$ cat src/hw/rtl/dcrc_pkg.sv
// Shared types, constants and CRC helpers for the dual-order CRC-16 checker.
package dcrc_pkg;

    localparam logic [15:0] CRC_POLY = 16'h8005;
    localparam logic [15:0] CRC_INIT = 16'h0000;

    // One input beat as it travels from the input stage to the core.
    typedef struct packed {
        logic [7:0]  data_byte;
        logic        last_byte;
        logic [15:0] reference_crc;
    } t_beat;

    function automatic logic [7:0] flip8(input logic [7:0] v);
        logic [7:0] r;
        for (int k = 0; k < 8; k++) begin
            r[k] = v[7 - k];
        end
        return r;
    endfunction

    function automatic logic [15:0] flip16(input logic [15:0] v);
        logic [15:0] r;
        for (int k = 0; k < 16; k++) begin
            r[k] = v[15 - k];
        end
        return r;
    endfunction

    // Eight unrolled MSB-first steps of the 0x8005 CRC.
    function automatic logic [15:0] crc_byte(input logic [15:0] acc, input logic [7:0] b);
        logic [15:0] a;
        logic        fb;
        a = acc;
        for (int k = 7; k >= 0; k--) begin
            fb = a[15] ^ b[k];
            a  = {a[14:0], 1'b0};
            if (fb) begin
                a = a ^ CRC_POLY;
            end
        end
        return a;
    endfunction

endpackage

$ cat src/hw/rtl/dcrc_in_stage.sv
// Input register stage: captures one beat and holds it until the core takes it.
module dcrc_in_stage
    import dcrc_pkg::*;
(
    input  logic       i_clk,
    input  logic       i_rst_n,
    input  logic       i_valid,
    output logic       o_ready,
    input  t_beat      i_beat,
    output t_beat      o_beat,
    input  logic       i_take,
    output logic       o_valid
);

    logic  r_valid;
    logic  n_valid;
    t_beat r_beat;

    assign o_ready = !r_valid || i_take;
    assign n_valid = (i_valid && o_ready) || (r_valid && !i_take);

    always_ff @(posedge i_clk) begin
        if (!i_rst_n) begin
            r_valid <= 1'b0;
        end else begin
            r_valid <= n_valid;
        end
    end

    always_ff @(posedge i_clk) begin
        if (i_valid && o_ready) begin
            r_beat <= i_beat;
        end
    end

    assign o_beat  = r_beat;
    assign o_valid = r_valid;

endmodule

$ cat src/hw/rtl/dcrc_core.sv
// CRC core: both accumulators, the match compare and the result register.
module dcrc_core
    import dcrc_pkg::*;
(
    input  logic        i_clk,
    input  logic        i_rst_n,
    input  logic        i_valid,
    input  t_beat       i_beat,
    output logic        o_take,
    output logic        o_valid,
    input  logic        i_ready,
    output logic [15:0] o_crc_msb_first,
    output logic [15:0] o_crc_reflected,
    output logic        o_ref_hit
);

    logic [15:0] r_acc_msb;
    logic [15:0] r_acc_refl;
    logic [15:0] n_acc_msb;
    logic [15:0] n_acc_refl;
    logic        r_out_valid;
    logic [15:0] r_crc_a;
    logic [15:0] r_crc_b;
    logic        r_hit;
    logic [15:0] w_crc_b;
    logic        w_out_free;

    // Result slot frees when empty or being drained this cycle.
    assign w_out_free = !r_out_valid || i_ready;
    // Non-last beats always go; a last beat waits for the result slot.
    assign o_take = i_valid && (!i_beat.last_byte || w_out_free);

    assign n_acc_msb  = crc_byte(r_acc_msb, i_beat.data_byte);
    assign n_acc_refl = crc_byte(r_acc_refl, flip8(i_beat.data_byte));
    assign w_crc_b    = flip16(n_acc_refl);

    always_ff @(posedge i_clk) begin
        if (!i_rst_n) begin
            r_acc_msb   <= CRC_INIT;
            r_acc_refl  <= CRC_INIT;
            r_out_valid <= 1'b0;
        end else begin
            if (o_take) begin
                if (i_beat.last_byte) begin
                    r_acc_msb  <= CRC_INIT;
                    r_acc_refl <= CRC_INIT;
                end else begin
                    r_acc_msb  <= n_acc_msb;
                    r_acc_refl <= n_acc_refl;
                end
            end
            if (o_take && i_beat.last_byte) begin
                r_out_valid <= 1'b1;
            end else if (i_ready) begin
                r_out_valid <= 1'b0;
            end
        end
    end

    // Result payload, loaded only with a last beat
    always_ff @(posedge i_clk) begin
        if (o_take && i_beat.last_byte) begin
            r_crc_a <= n_acc_msb;
            r_crc_b <= w_crc_b;
            r_hit   <= (n_acc_msb == i_beat.reference_crc) ||
                       (w_crc_b == i_beat.reference_crc);
        end
    end

    assign o_valid         = r_out_valid;
    assign o_crc_msb_first = r_crc_a;
    assign o_crc_reflected = r_crc_b;
    assign o_ref_hit       = r_hit;

endmodule

$ cat src/hw/rtl/dual_order_crc16_check.sv
// Top level of the dual-order CRC-16 checker.
//
//  channel | dir | handshake            | payload
//  --------+-----+----------------------+------------------------------------------
//  in      | in  | i_valid / o_ready    | i_data_byte, i_last_byte, i_reference_crc
//  out     | out | o_valid / i_ready    | o_crc_msb_first, o_crc_reflected, o_ref_hit
//
// One beat per cycle sustained while the result slot is free. An accepted beat
// is held in the input register; the unrolled 8-bit CRC update and compare then
// load the result register, which drives o_valid.
// Reset (synchronous, active low) clears valids and both accumulators to zero.
// A stalled result holds only the last beat in the input register; non-last
// beats keep flowing into the accumulators.
module dual_order_crc16_check
    import dcrc_pkg::*;
(
    input  logic        i_clk,
    input  logic        i_rst_n,
    input  logic        i_valid,
    output logic        o_ready,
    input  logic [7:0]  i_data_byte,
    input  logic        i_last_byte,
    input  logic [15:0] i_reference_crc,
    output logic        o_valid,
    input  logic        i_ready,
    output logic [15:0] o_crc_msb_first,
    output logic [15:0] o_crc_reflected,
    output logic        o_ref_hit
);

    t_beat       w_in_beat;
    t_beat       w_stage_beat;
    logic        w_stage_valid;
    logic        w_take;

    assign w_in_beat = '{data_byte: i_data_byte, last_byte: i_last_byte,
                         reference_crc: i_reference_crc};

    // Input register: o_ready follows the core's take, so a held beat
    // frees the slot in the same cycle it moves on.
    dcrc_in_stage u_in_stage (
        .i_clk   (i_clk),
        .i_rst_n (i_rst_n),
        .i_valid (i_valid),
        .o_ready (o_ready),
        .i_beat  (w_in_beat),
        .o_beat  (w_stage_beat),
        .i_take  (w_take),
        .o_valid (w_stage_valid)
    );

    // Accumulators, compare and result register
    dcrc_core u_core (
        .i_clk           (i_clk),
        .i_rst_n         (i_rst_n),
        .i_valid         (w_stage_valid),
        .i_beat          (w_stage_beat),
        .o_take          (w_take),
        .o_valid         (o_valid),
        .i_ready         (i_ready),
        .o_crc_msb_first (o_crc_msb_first),
        .o_crc_reflected (o_crc_reflected),
        .o_ref_hit       (o_ref_hit)
    );

endmodule

$ cat config.mk
export PLATFORM = sky130hd
export DESIGN_NAME = dual_order_crc16_check
export DESIGN_NICKNAME = d
export VERILOG_FILES = /design/src/hw/rtl/dcrc_pkg.sv /design/src/hw/rtl/dcrc_in_stage.sv /design/src/hw/rtl/dcrc_core.sv /design/src/hw/rtl/dual_order_crc16_check.sv
export SDC_FILE = /design/constraint.sdc
export NUM_CORES = 1
export LEC_CHECK = 0
export BUFFER_PORTS_ARGS = -buffer_cell sky130_fd_sc_hd__buf_4
export CAP_MARGIN = 10
export CORE_MARGIN = 8
export CORE_UTILIZATION = 40
export CTS_CLUSTER_DIAMETER = 60
export DETAILED_ROUTE_END_ITERATION = 10
export PLACE_DENSITY = 0.6
export SLEW_MARGIN = 10
export SYNTH_ARGS = -nofsm -noshare
export SYNTH_HDL_FRONTEND = slang
export SYNTH_SLANG_ARGS = --single-unit
$ cat constraint.sdc
create_clock -name i_clk -period 4.4 [get_ports i_clk]
set_clock_uncertainty 0.2 [all_clocks]
set_input_delay 0.88 -clock i_clk [delete_from_list [all_inputs] [get_ports i_clk]]
set_output_delay 0.88 -clock i_clk [all_outputs]
set_load 0.01 [all_outputs]
Word-level counts from Yosys, hierarchy flattened
Index checks and enable logic that the tools add are counted.
{ "word_totals": {"in_bits": 29, "elab_cells": 78, "register_bits": 92, "output_inout_bits": 35} }
{ "op_classes": {"n_bitwise": 32, "n_reduce_logical": 14, "muxes": 20, "n_eq_ne": 2} }
{ "ops": {"columns": ["cell", "n"], "rows": [
  ["$mux W16", 18],
  ["$not A3 Y3", 16],
  ["$eq A16 B16 Y1", 2],
  ["$xor A1 B1 Y1", 16],
  ["$logic_or A1 B1 Y1", 5],
  ["$logic_and A1 B1 Y1", 4],
  ["$logic_not A1 Y1", 4],
  ["$mux W1", 2],
  ["$reduce_bool A2 Y1", 1]
]} }

Depth between registers and ports, before layout
Gate-level depths: netlist (run 1).
{ "logic_depth": {"ltp_word": 18, "depth_mapped": 9, "ltp_nobuf": 8} }

Modules after synthesis
Synthesis (run 1) repeated with hierarchy kept, for this count alone.
{ "hier_totals": {"hier_cells": 357, "hier_area_um2": 4369.2} }
{ "modules_own_cells": {"columns": ["mod", "area_each_um2", "cells_each", "seq_area_each_um2", "instances"], "rows": [
  ["dcrc_core", 3560.9, 327, 1651.6, 1],
  ["dcrc_in_stage", 808.3, 30, 770.7, 1]
]} }

Least setup slack after synthesis (run 1)
No wires, ideal clock.
{ "synth_path": {"path_type": "input port to flip-flop", "start": "in i_ready", "end": "reg u_core.r_crc_a[0], in the netlist u_core.o_crc_msb_first[0], enable pin", "setup_slack_ps": 993, "path_stages": 5, "arrival_ps": 2783, "t_required_ps": 3775, "n_path_buf": 1, "setup_time_ps": 425, "cell_sequence": "nor2b_1 -> nand2_1 -> nand2_1 -> clkbuf_1 -> nor2_1"} }
{ "synth_via": {"elab_chain_cells": 4} }
{ "synth_lines": {"columns": ["element", "line", "text"], "rows": [
  ["start, declared", "dual_order_crc16_check.sv:25", "input logic i_ready,"],
  ["$logic_or A1 B1 Y1", "dcrc_core.sv:29", "assign w_out_free = !r_out_valid || i_ready;"],
  ["$logic_or A1 B1 Y1", "dcrc_core.sv:31", "assign o_take = i_valid && (!i_beat.last_byte || w_out_free);"],
  ["$logic_and A1 B1 Y1", "dcrc_core.sv:31", null],
  ["$logic_and A1 B1 Y1", "dcrc_core.sv:62", "if (o_take && i_beat.last_byte) begin"],
  ["end signal, assigned", "dcrc_core.sv:63", "r_crc_a <= n_acc_msb;"],
  ["end, declared", "dcrc_core.sv:22", "logic [15:0] r_crc_a;"]
]} }
Every way passes these cells.
A chain may end at the register's enable or synchronous reset.

Worst setup path in the final report (run 1)
{ "layout_path": {"start": "reg u_in_stage.r_beat (netlist bit u_in_stage.o_beat[17])", "end": "reg u_core.r_hit, in the netlist u_core.o_ref_hit, data pin"} }
{ "layout_via": {"word_cells_on_any_way": 27, "classes_between": "2 x eq/ne; 9 x mux; 15 x bitwise; 1 x reduce/logical"} }
{ "layout_lines": {"columns": ["element", "line", "text"], "rows": [
  ["start, declared", "dcrc_in_stage.sv:17", "t_beat r_beat;"],
  ["start signal, assigned", "dcrc_in_stage.sv:32", "r_beat <= i_beat;"],
  ["$xor A1 B1 Y1", "dcrc_pkg.sv:36", "fb = a[15] ^ b[k];"],
  ["$mux W16", "dcrc_pkg.sv:38", "if (fb) begin"],
  ["$xor A1 B1 Y1", "dcrc_pkg.sv:36", null],
  ["$mux W16", "dcrc_pkg.sv:38", null],
  ["$xor A1 B1 Y1", "dcrc_pkg.sv:36", null],
  ["$mux W16", "dcrc_pkg.sv:38", null],
  ["$xor A1 B1 Y1", "dcrc_pkg.sv:36", null],
  ["$mux W16", "dcrc_pkg.sv:38", null],
  ["$xor A1 B1 Y1", "dcrc_pkg.sv:36", null],
  ["$mux W16", "dcrc_pkg.sv:38", null],
  ["$xor A1 B1 Y1", "dcrc_pkg.sv:36", null],
  ["$mux W16", "dcrc_pkg.sv:38", null],
  ["$xor A1 B1 Y1", "dcrc_pkg.sv:36", null],
  ["$mux W16 (2 in a row)", "dcrc_pkg.sv:38", null],
  ["via u_core.n_acc_refl[1]", "dcrc_core.sv:20", "logic [15:0] n_acc_refl;"],
  ["$eq A16 B16 Y1", "dcrc_core.sv:66", "(w_crc_b == i_beat.reference_crc);"],
  ["$logic_or A1 B1 Y1", "dcrc_core.sv:65", "r_hit <= (n_acc_msb == i_beat.reference_crc) ||"],
  ["end signal, assigned", "dcrc_core.sv:65", null],
  ["end, declared", "dcrc_core.sv:24", "logic r_hit;"]
]} }
The timed path passes the listed nets, and every way through them passes these cells.

==> flow_summary.json, run 1 <==
{
  "seqPwrFrac_pct": 52.4,
  "yosys.area_share.adder_pct": 0,
  "hold_violations": 0,
  "cts_num_sinks": 92,
  "placementRows": 38,
  "worstPathArrival_ps": 3100,
  "grt_usage_pct": 14.8,
  "setup-tns-final_ps": 0,
  "swShare_pct": 28.5,
  "muxShareOfSynthArea_pct": 0.462,
  "synth_top_family_by_area": "XOR/XNOR gates",
  "synth-simple-area-share_pct": 10.9,
  "timing.fmax_ghz": 0.327,
  "finalCritPeriodShare_pct": 69.5,
  "slew_violations": 0,
  "worstHoldPathType": "reg -> reg",
  "cts.clk_slew.worst_paths_ps": 90,
  "p_int_mw": 1.39,
  "max_slew_margin_pct": 40.9,
  "coreArea_um2": 10700,
  "worst_slew_pin_slew_ps": 880,
  "syn_area_per_cell_um2": 12.1,
  "start_kind": "register",
  "syn-cell-area_um2": 4340,
  "drtIter0Drc": 205,
  "pwr-share-comb_pct": 21.7,
  "drive_gt1_share_pct": 22.2,
  "area_delta_synth_final_pct": 18.0,
  "gp_congestion": 0.826,
  "worstRegToRegCells": 7,
  "grt_pass1_vias": 2935,
  "hold_end": "u_core.r_acc_refl[14]$_SDFFE_PN0P_",
  "grt_pass1_wl_um": 16500,
  "ys_types": 43,
  "regArea_um2": 2420,
  "start_util_pct": 40.5,
  "max-cap-violations": 0,
  "outcome": "complete, no violations",
  "antenna_found_initial": 0,
  "fill_cells": 982,
  "synthFlopType": "edfxtp_1",
  "dr.pass1.iters": 4,
  "cts_root_buf": "clkbuf_8",
  "period_minus_slack_ps": 3060,
  "clock_latency_ps": 370,
  "post_cts_buffers": 0,
  "h-tree-depth": 3,
  "cts-resized-gates": 0,
  "min_from": "u_core.r_acc_refl[14]$_SDFFE_PN0P_",
  "total_power_mw": 1.94,
  "dieArea_um2": 14400,
  "synth_xor_area_share_pct": 19.8,
  "numPortBuffers": 63,
  "grt_overflow": 0,
  "min_path_cells": 2,
  "cp.required_ps": 4440,
  "die_y_um": 120,
  "ys_seq_area_share_pct": 55.9,
  "ios": 64,
  "postSynthCellCount": 359,
  "rsz0062_at_grt": "false",
  "synth_top_area_share_pct": 40.2,
  "r2r_slack_ps": 1340,
  "routedWlPerCell_um": 18.2,
  "yosys-top-cells-area": "edfxtp_1 40%, dfxtp_1 16%, xnor2_1 12%, a22oi_1 3.6%, xor2_1 3.4%",
  "setup_viol": 0,
  "ir_drop_mv": 0.203,
  "worstSetupPathType": "reg -> reg",
  "rr_endpoint": "u_core.o_ref_hit$_DFFE_PP_",
  "drc": 0,
  "synth_compound_area_share_pct": 10.8,
  "rr_startpoint": "u_in_stage.o_beat[17]$_DFFE_PP_",
  "leakage_nw": 1.78,
  "p_clk_share_pct": 25.9,
  "cts_tree": "built",
  "routed_wl_um": 10300,
  "ant_nets": 0,
  "synth_top_area_cell": "edfxtp_1",
  "async_flop_share_pct": 0,
  "p_per_area_nw_per_um2": 379,
  "postCtsHoldBufs": 0,
  "cts_buffers": 9,
  "grt_max_degree": 35,
  "multiInputGateArea_um2": 1830,
  "viasPerCell": 5.11,
  "critPathMaxFanout": 23,
  "synth-seq-cells": 92,
  "end_kind": "register",
  "num_vias": 2880,
  "hpwlAfterDp_um": 7370,
  "ctsLongestPathBuffers": 2,
  "num_antenna_cells": 0,
  "final_util_pct": 47.8,
  "p_sw_uw": 552,
  "yosys_warnings": 0,
  "syn_nets": 388,
  "synth-edff-count": 58,
  "num-nets-final": 448,
  "die_x_um": 120
}
==> synth_stat cells (2+ instances only) <==
| master | instances |
|---|---|
| o21ai_0 | 7 |
| nand2b_1 | 2 |
| nor2_1 | 5 |
| a31oi_1 | 4 |
| mux2i_1 | 2 |
| buf_2 | 2 |
| nor4_1 | 2 |
| nor3_1 | 12 |
| nand3_1 | 23 |
| a21boi_0 | 12 |
| edfxtp_1 | 58 |
| inv_1 | 5 |
| xnor2_1 | 57 |
| nand2_1 | 17 |
| xor2_1 | 17 |
| a21oi_1 | 8 |
| inv_2 | 2 |
| nor2b_1 | 22 |
| o41ai_1 | 2 |
| dfxtp_1 | 34 |
| xnor3_1 | 2 |
| xnor2_2 | 6 |
| xor3_2 | 2 |
| a22oi_1 | 21 |
| clkbuf_1 | 15 |
| nand4_1 | 3 |
==> stage by stage <==
stage               hold WS (ps)  worst slack, ps  cell area, µm²  std cells
finish                       286             1340            5120        564
global route                 317             1080            5120        564
CTS                          289             1370            5120        564
detailed placement           281             1400            4950        548
global placement             266             1440            4950        548
floorplan                    254              993            4340        359
==> cells by family (layout without fill, tap and decap cells) <==
kind of cell,after synthesis,in the layout
multiplexers,2,2
XOR/XNOR,85,85
AND/OR/NAND/NOR,90,90
flip-flops,92,92
buffers and inverters,25,90
AO/OA/AOI/OAI,65,65
==> worst max-delay path: stages, from the launching register on <==
cell and delay [ps]:
edfxtp_1 470, xnor2_2 280, xor3_2 710, xnor2_1 240, xnor2_1 390, xor2_1 120
nor4_1 300, a31o_2 200
==> state kept, by name, indices dropped and copies added (netlist names) <==
register and cells:
u_in_stage.o_beat 25, u_core.o_ref_hit 1, u_core.o_crc_msb_first 16, u_core.o_crc_reflected 16, u_in_stage.o_valid 1, u_core.r_acc_refl 16, u_core.r_acc_msb 16, u_core.o_valid 1
==> power by group through the flow <==
stage	clock network [mW]	logic (mW)	registers (mW)
2_1_floorplan	0	0.303	1.03
3_3_place_gp	0	0.414	1.04
3_5_place_dp	0	0.420	1.04
4_1_cts	0.516	0.422	1.02
5_1_grt	0.545	0.458	1.02
6_report	0.503	0.420	1.02
==> layout make-up <==
cell class,instances,share of cell area (%)
well taps,140,3.42
repair buffers,67,9.83
flip-flops and latches,92,47.3
clock inverters,2,0.244
multi-input cells,242,35.7
clock buffers,14,2.98
inverters,7,0.513
==> layout by cell type, fill, tap and decap left out, types with 3 or more instances in the layout <==
cell type  instances
edfxtp_1          58
a21boi_0          12
nand3_1           23
a31oi_1            3
nor3_1            12
xor2_1            17
inv_1              5
dfxtp_1           34
nand4_1            3
nor2_1             4
clkbuf_8          10
a22oi_1           21
clkbuf_1           4
xnor2_2            6
a21oi_1            8
o21ai_0            7
nand2_1           17
xnor2_1           57
buf_4             67
nor2b_1           22
==> worst max path at each step <==
stage          cells past startpoint                             from                             endpoint  slack (ps)
2_1_floorplan                      5                          i_ready  u_core.o_crc_msb_first[0]$_DFFE_PP_         990
3_3_place_gp                       7  u_in_stage.o_beat[17]$_DFFE_PP_           u_core.o_ref_hit$_DFFE_PP_        1440
3_5_place_dp                       7  u_in_stage.o_beat[19]$_DFFE_PP_           u_core.o_ref_hit$_DFFE_PP_        1400
4_1_cts                            7  u_in_stage.o_beat[19]$_DFFE_PP_           u_core.o_ref_hit$_DFFE_PP_        1370
5_1_grt                            7  u_in_stage.o_beat[17]$_DFFE_PP_           u_core.o_ref_hit$_DFFE_PP_        1080
6_report                           7  u_in_stage.o_beat[17]$_DFFE_PP_           u_core.o_ref_hit$_DFFE_PP_        1340
==> metal layers <==
layer	vias up	part of all wire [%]	wire length (µm)	global-route usage (%)
li1	1410	-	-	-
met1	1368	45	4670	19.1
met2	88	46	4720	23.2
met3	14	6.7	686	3.71
met4	0	2.0	210	6.25
met5	-	0	0	0
Note: power is estimated with default switching activity, not from simulation.
==> inputs of run 2 (changes only) <==
--- a/config.mk
+++ b/config.mk
@@ -5,6 +5,7 @@
 export SDC_FILE = /design/constraint.sdc
 export NUM_CORES = 1
 export LEC_CHECK = 0
+export ABC_AREA = 1
 export BUFFER_PORTS_ARGS = -buffer_cell sky130_fd_sc_hd__buf_4
 export CAP_MARGIN = 10
 export CORE_MARGIN = 8
==> constraint.sdc (replaced) <==
create_clock -name i_clk -period 2.88 [get_ports i_clk]
set_clock_uncertainty 0.2 [all_clocks]
set_input_delay 0.576 -clock i_clk [delete_from_list [all_inputs] [get_ports i_clk]]
set_output_delay 0.576 -clock i_clk [all_outputs]
set_load 0.01 [all_outputs]
==> flow_summary.json, run 2 <==
{
  "outcome": "complete, no violations",
  "numPortBuffers": 63,
  "grt_usage_pct": 14.0,
  "timing.fmax_ghz": 0.378,
  "most-common-layout-cells": "133 x nand2_1, 66 x buf_4, 58 x edfxtp_1",
  "cp.required_ps": 2810,
  "p_sw_uw": 813,
  "pwr-share-comb_pct": 16.2,
  "p_per_area_nw_per_um2": 588,
  "cp_top_family": "simple AND/OR/NAND/NOR gates",
  "mostFrequentLayoutCell": "nand2_1",
  "synth.most_common_cell": "nand2_1",
  "setup_ws_ps": 236,
  "p_int_mw": 2.21,
  "globalRoute.busiestLayer": "met2",
  "worstPathArrival_ps": 2580,
  "num_antenna_cells": 0,
  "setup-tns-final_ps": 0,
  "dieArea_um2": 14200,
  "end_kind": "register",
  "ys_seq_area_share_pct": 57.0,
  "async_flop_share_pct": 0,
  "seqPwrFrac_pct": 50.2,
  "area_delta_synth_final_pct": 21.0,
  "hold_violations": 0,
  "worstHoldPathType": "in -> reg",
  "max_slew_margin_pct": 30.7,
  "slew_violations": 0,
  "grt_util_met2_pct": 22.7,
  "path_cells": "xnor2_1, inv_2, nand3_1, nand3_2, nand2_2, nand2_2, nand3_4, nand3_2, nand2_4, nand2_1, nand3_1, nand2_1, nand3_1, nand2_1",
  "swShare_pct": 26.9,
  "place_area_um2": 4900,
  "start_kind": "register",
  "synthFlopType": "edfxtp_1",
  "placementRows": 37,
  "syn-cell-area_um2": 4250,
  "synth-seq-cells": 92,
  "cts_num_sinks": 92,
  "cts.clk_slew.worst_paths_ps": 100,
  "synth-edff-count": 58,
  "gp_congestion": 0.899,
  "path_buf_inv": 1,
  "min_from": "i_reference_crc[10]",
  "start_util_pct": 41.2,
  "cts_root_buf": "clkbuf_8",
  "cts-resized-gates": 0,
  "grt_use_met3_pct": 2.88,
  "period_minus_slack_ps": 2640,
  "syn_area_per_cell_um2": 9.53,
  "yosys-top-cells-area": "edfxtp_1 41%, dfxtp_1 16%, nand2_1 12%, a21oi_1 4.0%, xnor2_1 3.9%",
  "grt_max_degree": 34,
  "dpl_worst_slack_ps": 302,
  "drc": 0,
  "total_power_mw": 3.03,
  "grt_pass1_vias": 3178,
  "hpwlAfterDp_um": 7140,
  "die_y_um": 119,
  "ctsLongestPathBuffers": 2,
  "dr.pass1.iters": 4,
  "post_cts_buffers": 0,
  "grt_pass1_wl_um": 15800,
  "routed_wl_um": 9460,
  "h-tree-depth": 3,
  "synthTopCellsByCount": "133 x nand2_1, 58 x edfxtp_1, 40 x inv_1",
  "design_area_um2": 5140,
  "leakage_nw": 2.10,
  "cts_buffers": 9,
  "ir_drop_mv": 0.268,
  "num_vias": 3120,
  "drtIter0Drc": 191,
  "ant_nets": 0,
  "critical-path-max-stage-delay_ps": 500,
  "finalCritPeriodShare_pct": 91.8,
  "setup_viol": 0,
  "synth_top_area_cell": "edfxtp_1",
  "cpMaxStageDelayCell": "edfxtp_1",
  "die_x_um": 119,
  "worstSetupPathType": "reg -> reg",
  "rr_startpoint": "u_in_stage.o_beat[19]$_DFFE_PP_",
  "use_met1_pct": 17.1,
  "postCtsHoldBufs": 0,
  "worst_slew_pin_slew_ps": 1040,
  "crit_path_start": "u_in_stage.o_beat[19]$_DFFE_PP_",
  "antenna_found_initial": 0,
  "syn_nets": 475,
  "ios": 64,
  "num-nets-final": 544,
  "yosys_warnings": 0,
  "postSynthCellCount": 446,
  "max-cap-violations": 0,
  "grt_overflow": 0,
  "drive_gt1_share_pct": 23.7,
  "clock_latency_ps": 380,
  "ys_types": 29,
  "rsz0062_at_grt": "false",
  "viasPerCell": 4.76,
  "cts_tree": "built",
  "p_clk_share_pct": 33.6,
  "synth_top_area_share_pct": 41.0,
  "coreArea_um2": 10300,
  "routedWlPerCell_um": 14.4,
  "fin_worst_hold_slack_ps": 164,
  "critPathMaxFanout": 7,
  "largest_register_ffs": 25
}
[run 2: layout make-up]
class,count,area (µm²)
Fill cell,947,5180
Inverter,46,173
Sequential cell,92,2420
Timing Repair Buffer,67,515
Clock inverter,6,91.3
Tap cell,136,170
Multi-Input combinational cell,299,1620
Clock buffer,10,149
[run 2: kinds of logic after synthesis]
logic type             after synthesis  synth area share, %
AO/OA/AOI/OAI                       46                 5.68
XOR/XNOR                            39                 9.09
buffers and inverters               55                 4.94
flip-flops                          92                 57.0
AND/OR/NAND/NOR                    214                 23.3
[run 2: path summary, 6_finish.rpt]
check	endpoint	slack, ps	depth (start not counted)
max	u_core.o_ref_hit$_DFFE_PP_	240	14
min	u_in_stage.o_beat[10]$_DFFE_PP_	160	1
max reg2reg	u_core.o_ref_hit$_DFFE_PP_	240	14
min reg2reg	u_core.r_acc_msb[11]$_SDFFE_PN0P_	290	2
[run 2: worst reg2reg max path: cells and delay by family, from the launching register on]
kind	cells	cell delay, ps
xor gates and xnor gates	1	370
buffers and inverters	1	90
DFF	1	500
and+or+nand+nor	12	1250
[run 2: layer usage]
| layer | part of all wire [%] | up-vias |
|---|---|---|
| li1 | - | 1587 |
| met1 | 45 | 1438 |
| met2 | 47 | 73 |
| met3 | 4.6 | 22 |
| met4 | 3.2 | 0 |
| met5 | 0 | - |
[run 2: power groups by stage]
stage,clock network [mW],registers [mW],logic [mW]
after floorplan,0,1.55,0.340
after global placement,0,1.55,0.479
after detailed placement,0,1.55,0.491
after CTS,1.04,1.52,0.494
after global routing,1.09,1.53,0.549
final,1.02,1.52,0.489
[run 2: per-stage QoR]
stage,cells,utilization (%)
floorplan,446,-
global placement,640,47.5
detailed placement,640,47.5
CTS,656,49.8
global route,656,49.8
finish,656,49.8
==> inputs of run 3 (changes only) <==
--- a/config.mk
+++ b/config.mk
@@ -6,13 +6,16 @@
 export NUM_CORES = 1
 export LEC_CHECK = 0
 export ABC_AREA = 1
+export ABC_CLOCK_PERIOD_IN_PS = 2880
 export BUFFER_PORTS_ARGS = -buffer_cell sky130_fd_sc_hd__buf_4
 export CAP_MARGIN = 10
-export CORE_MARGIN = 8
+export CELL_PAD_IN_SITES_DETAIL_PLACEMENT = 0
+export CELL_PAD_IN_SITES_GLOBAL_PLACEMENT = 1
+export CORE_MARGIN = 2
 export CORE_UTILIZATION = 40
 export CTS_CLUSTER_DIAMETER = 60
 export DETAILED_ROUTE_END_ITERATION = 10
-export PLACE_DENSITY = 0.6
+export PLACE_DENSITY = 0.75
 export SLEW_MARGIN = 10
 export SYNTH_ARGS = -nofsm -noshare
 export SYNTH_HDL_FRONTEND = slang
==> flow_summary.json, run 3 (synthesis gave the netlist of run 2 again) <==
{
  "ant_nets": 0,
  "start_kind": "register",
  "num-nets-final": 544,
  "largest_register_ffs": 25,
  "max_slew_margin_pct": 25.6,
  "grt_overflow": 0,
  "routedWlPerCell_um": 14.7,
  "timing.fmax_ghz": 0.371,
  "slew_violations": 0,
  "die_x_um": 107,
  "dieArea_um2": 11500,
  "path_buf_inv": 1,
  "end_kind": "register",
  "dr.pass1.iters": 4,
  "hpwlAfterDp_um": 6870,
  "num_antenna_cells": 0,
  "grt_pass1_wl_um": 15400,
  "placementRows": 37,
  "grt_max_degree": 34,
  "cts-resized-gates": 0,
  "cts_buffers": 9,
  "max-cap-violations": 0,
  "dp.cells": 640,
  "start_util_pct": 41.2,
  "fill_cells": 952,
  "worstRegToRegCells": 14,
  "cts_num_sinks": 92,
  "min_path_cells": 1,
  "setup_viol": 0,
  "cts.clk_slew.worst_paths_ps": 100,
  "ir_drop_mv": 0.289,
  "stdcell_count": 656,
  "worstPathArrival_ps": 2630,
  "viasPerCell": 4.75,
  "worstHoldPathType": "in -> reg",
  "drc": 0,
  "drtIter0Drc": 130,
  "die_y_um": 107,
  "clock_latency_ps": 360,
  "hold_end": "u_in_stage.o_beat[18]$_DFFE_PP_",
  "leakage_nw": 2.09,
  "finalCritPeriodShare_pct": 93.6,
  "grt_pass1_vias": 3001,
  "final_util_pct": 49.6,
  "cts_tree": "built",
  "cts_root_buf": "clkbuf_8",
  "hold_violations": 0,
  "cp_top_family": "simple AND/OR/NAND/NOR gates",
  "outcome": "complete, no violations",
  "coreArea_um2": 10300,
  "min_from": "i_data_byte[1]",
  "worst_slew_pin_slew_ps": 1110,
  "gp_congestion": 0.811,
  "ctsLongestPathBuffers": 2,
  "postCtsHoldBufs": 0,
  "critPathMaxFanout": 7,
  "post_cts_buffers": 0,
  "rr_startpoint": "u_in_stage.o_beat[19]$_DFFE_PP_",
  "h-tree-depth": 3,
  "most-common-layout-cells": "133 x nand2_1, 66 x buf_4, 58 x edfxtp_1",
  "ios": 64,
  "area_delta_synth_final_pct": 20.5,
  "period_minus_slack_ps": 2700,
  "grt_usage_pct": 17.8,
  "path_cells": "xnor2_1, inv_2, nand3_1, nand3_2, nand2_2, nand2_2, nand3_4, nand3_2, nand2_4, nand2_1, nand3_1, nand2_1, nand3_1, nand2_1",
  "mostFrequentLayoutCell": "nand2_1",
  "routed_wl_um": 9670,
  "numPortBuffers": 63,
  "rr_endpoint": "u_core.o_ref_hit$_DFFE_PP_",
  "antenna_found_initial": 0,
  "drive_gt1_share_pct": 23.7,
  "total_power_mw": 2.99,
  "critical-path-max-stage-delay_ps": 510,
  "cpMaxStageDelayCell": "edfxtp_1",
  "cp.required_ps": 2810,
  "num_vias": 3118,
  "rsz0062_at_grt": "false",
  "worstSetupPathType": "reg -> reg",
  "p_per_area_nw_per_um2": 583,
  "setup-tns-final_ps": 0,
  "r2r_slack_ps": 180
}
## run 3: how the worst max path moves through the flow
stage / from / to / slack (ps) / cells after the start
floorplan: u_in_stage.o_beat[19]$_DFFE_PP_ / u_core.o_ref_hit$_DFFE_PP_ / 610 / 14
global placement: u_in_stage.o_beat[19]$_DFFE_PP_ / u_core.o_ref_hit$_DFFE_PP_ / 310 / 14
detailed placement: u_in_stage.o_beat[19]$_DFFE_PP_ / u_core.o_ref_hit$_DFFE_PP_ / 230 / 14
CTS: u_in_stage.o_beat[19]$_DFFE_PP_ / u_core.o_ref_hit$_DFFE_PP_ / 210 / 14
global route: u_in_stage.o_beat[19]$_DFFE_PP_ / u_core.o_ref_hit$_DFFE_PP_ / 60 / 14
finish: u_in_stage.o_beat[19]$_DFFE_PP_ / u_core.o_ref_hit$_DFFE_PP_ / 180 / 14
## run 3: final cells by class
class	count	area, µm²	share of cell area [%]
Clock inverter	7	96.3	1.88
Inverter	46	173	3.37
Multi-Input combinational cell	299	1620	31.7
Tap cell	136	170	3.32
Clock buffer	9	124	2.42
Sequential cell	92	2420	47.3
Timing Repair Buffer	67	515	10.1
## run 3: through the flow
| stage | hold WS, ps | setup WS, ps | instance area [µm²] |
|---|---|---|---|
| after detailed placement | 271 | 233 | 4900 |
| after global routing | 153 | 62.9 | 5120 |
| after global placement | 268 | 307 | 4900 |
| after floorplan | 253 | 608 | 4250 |
| final | 180 | 185 | 5120 |
| after CTS | 163 | 214 | 5120 |
## run 3: routing by layer
| layer | GRT usage, % | share of wire (%) | routed length [µm] |
|---|---|---|---|
| met1 | 24.8 | 47 | 4540 |
| met2 | 27.4 | 46 | 4450 |
| met3 | 4.32 | 5.7 | 550 |
| met4 | 5.94 | 1.3 | 128 |
| met5 | 0 | 0 | 0 |
## run 3: report_power, final
group,switching [mW],leakage (nW),internal (mW),total [mW]
combinational,0.299,1.16,0.190,0.489
clock,0.484,0.114,0.496,0.980
sequential,0.0440,0.821,1.47,1.52
total,0.827,2.09,2.16,2.99
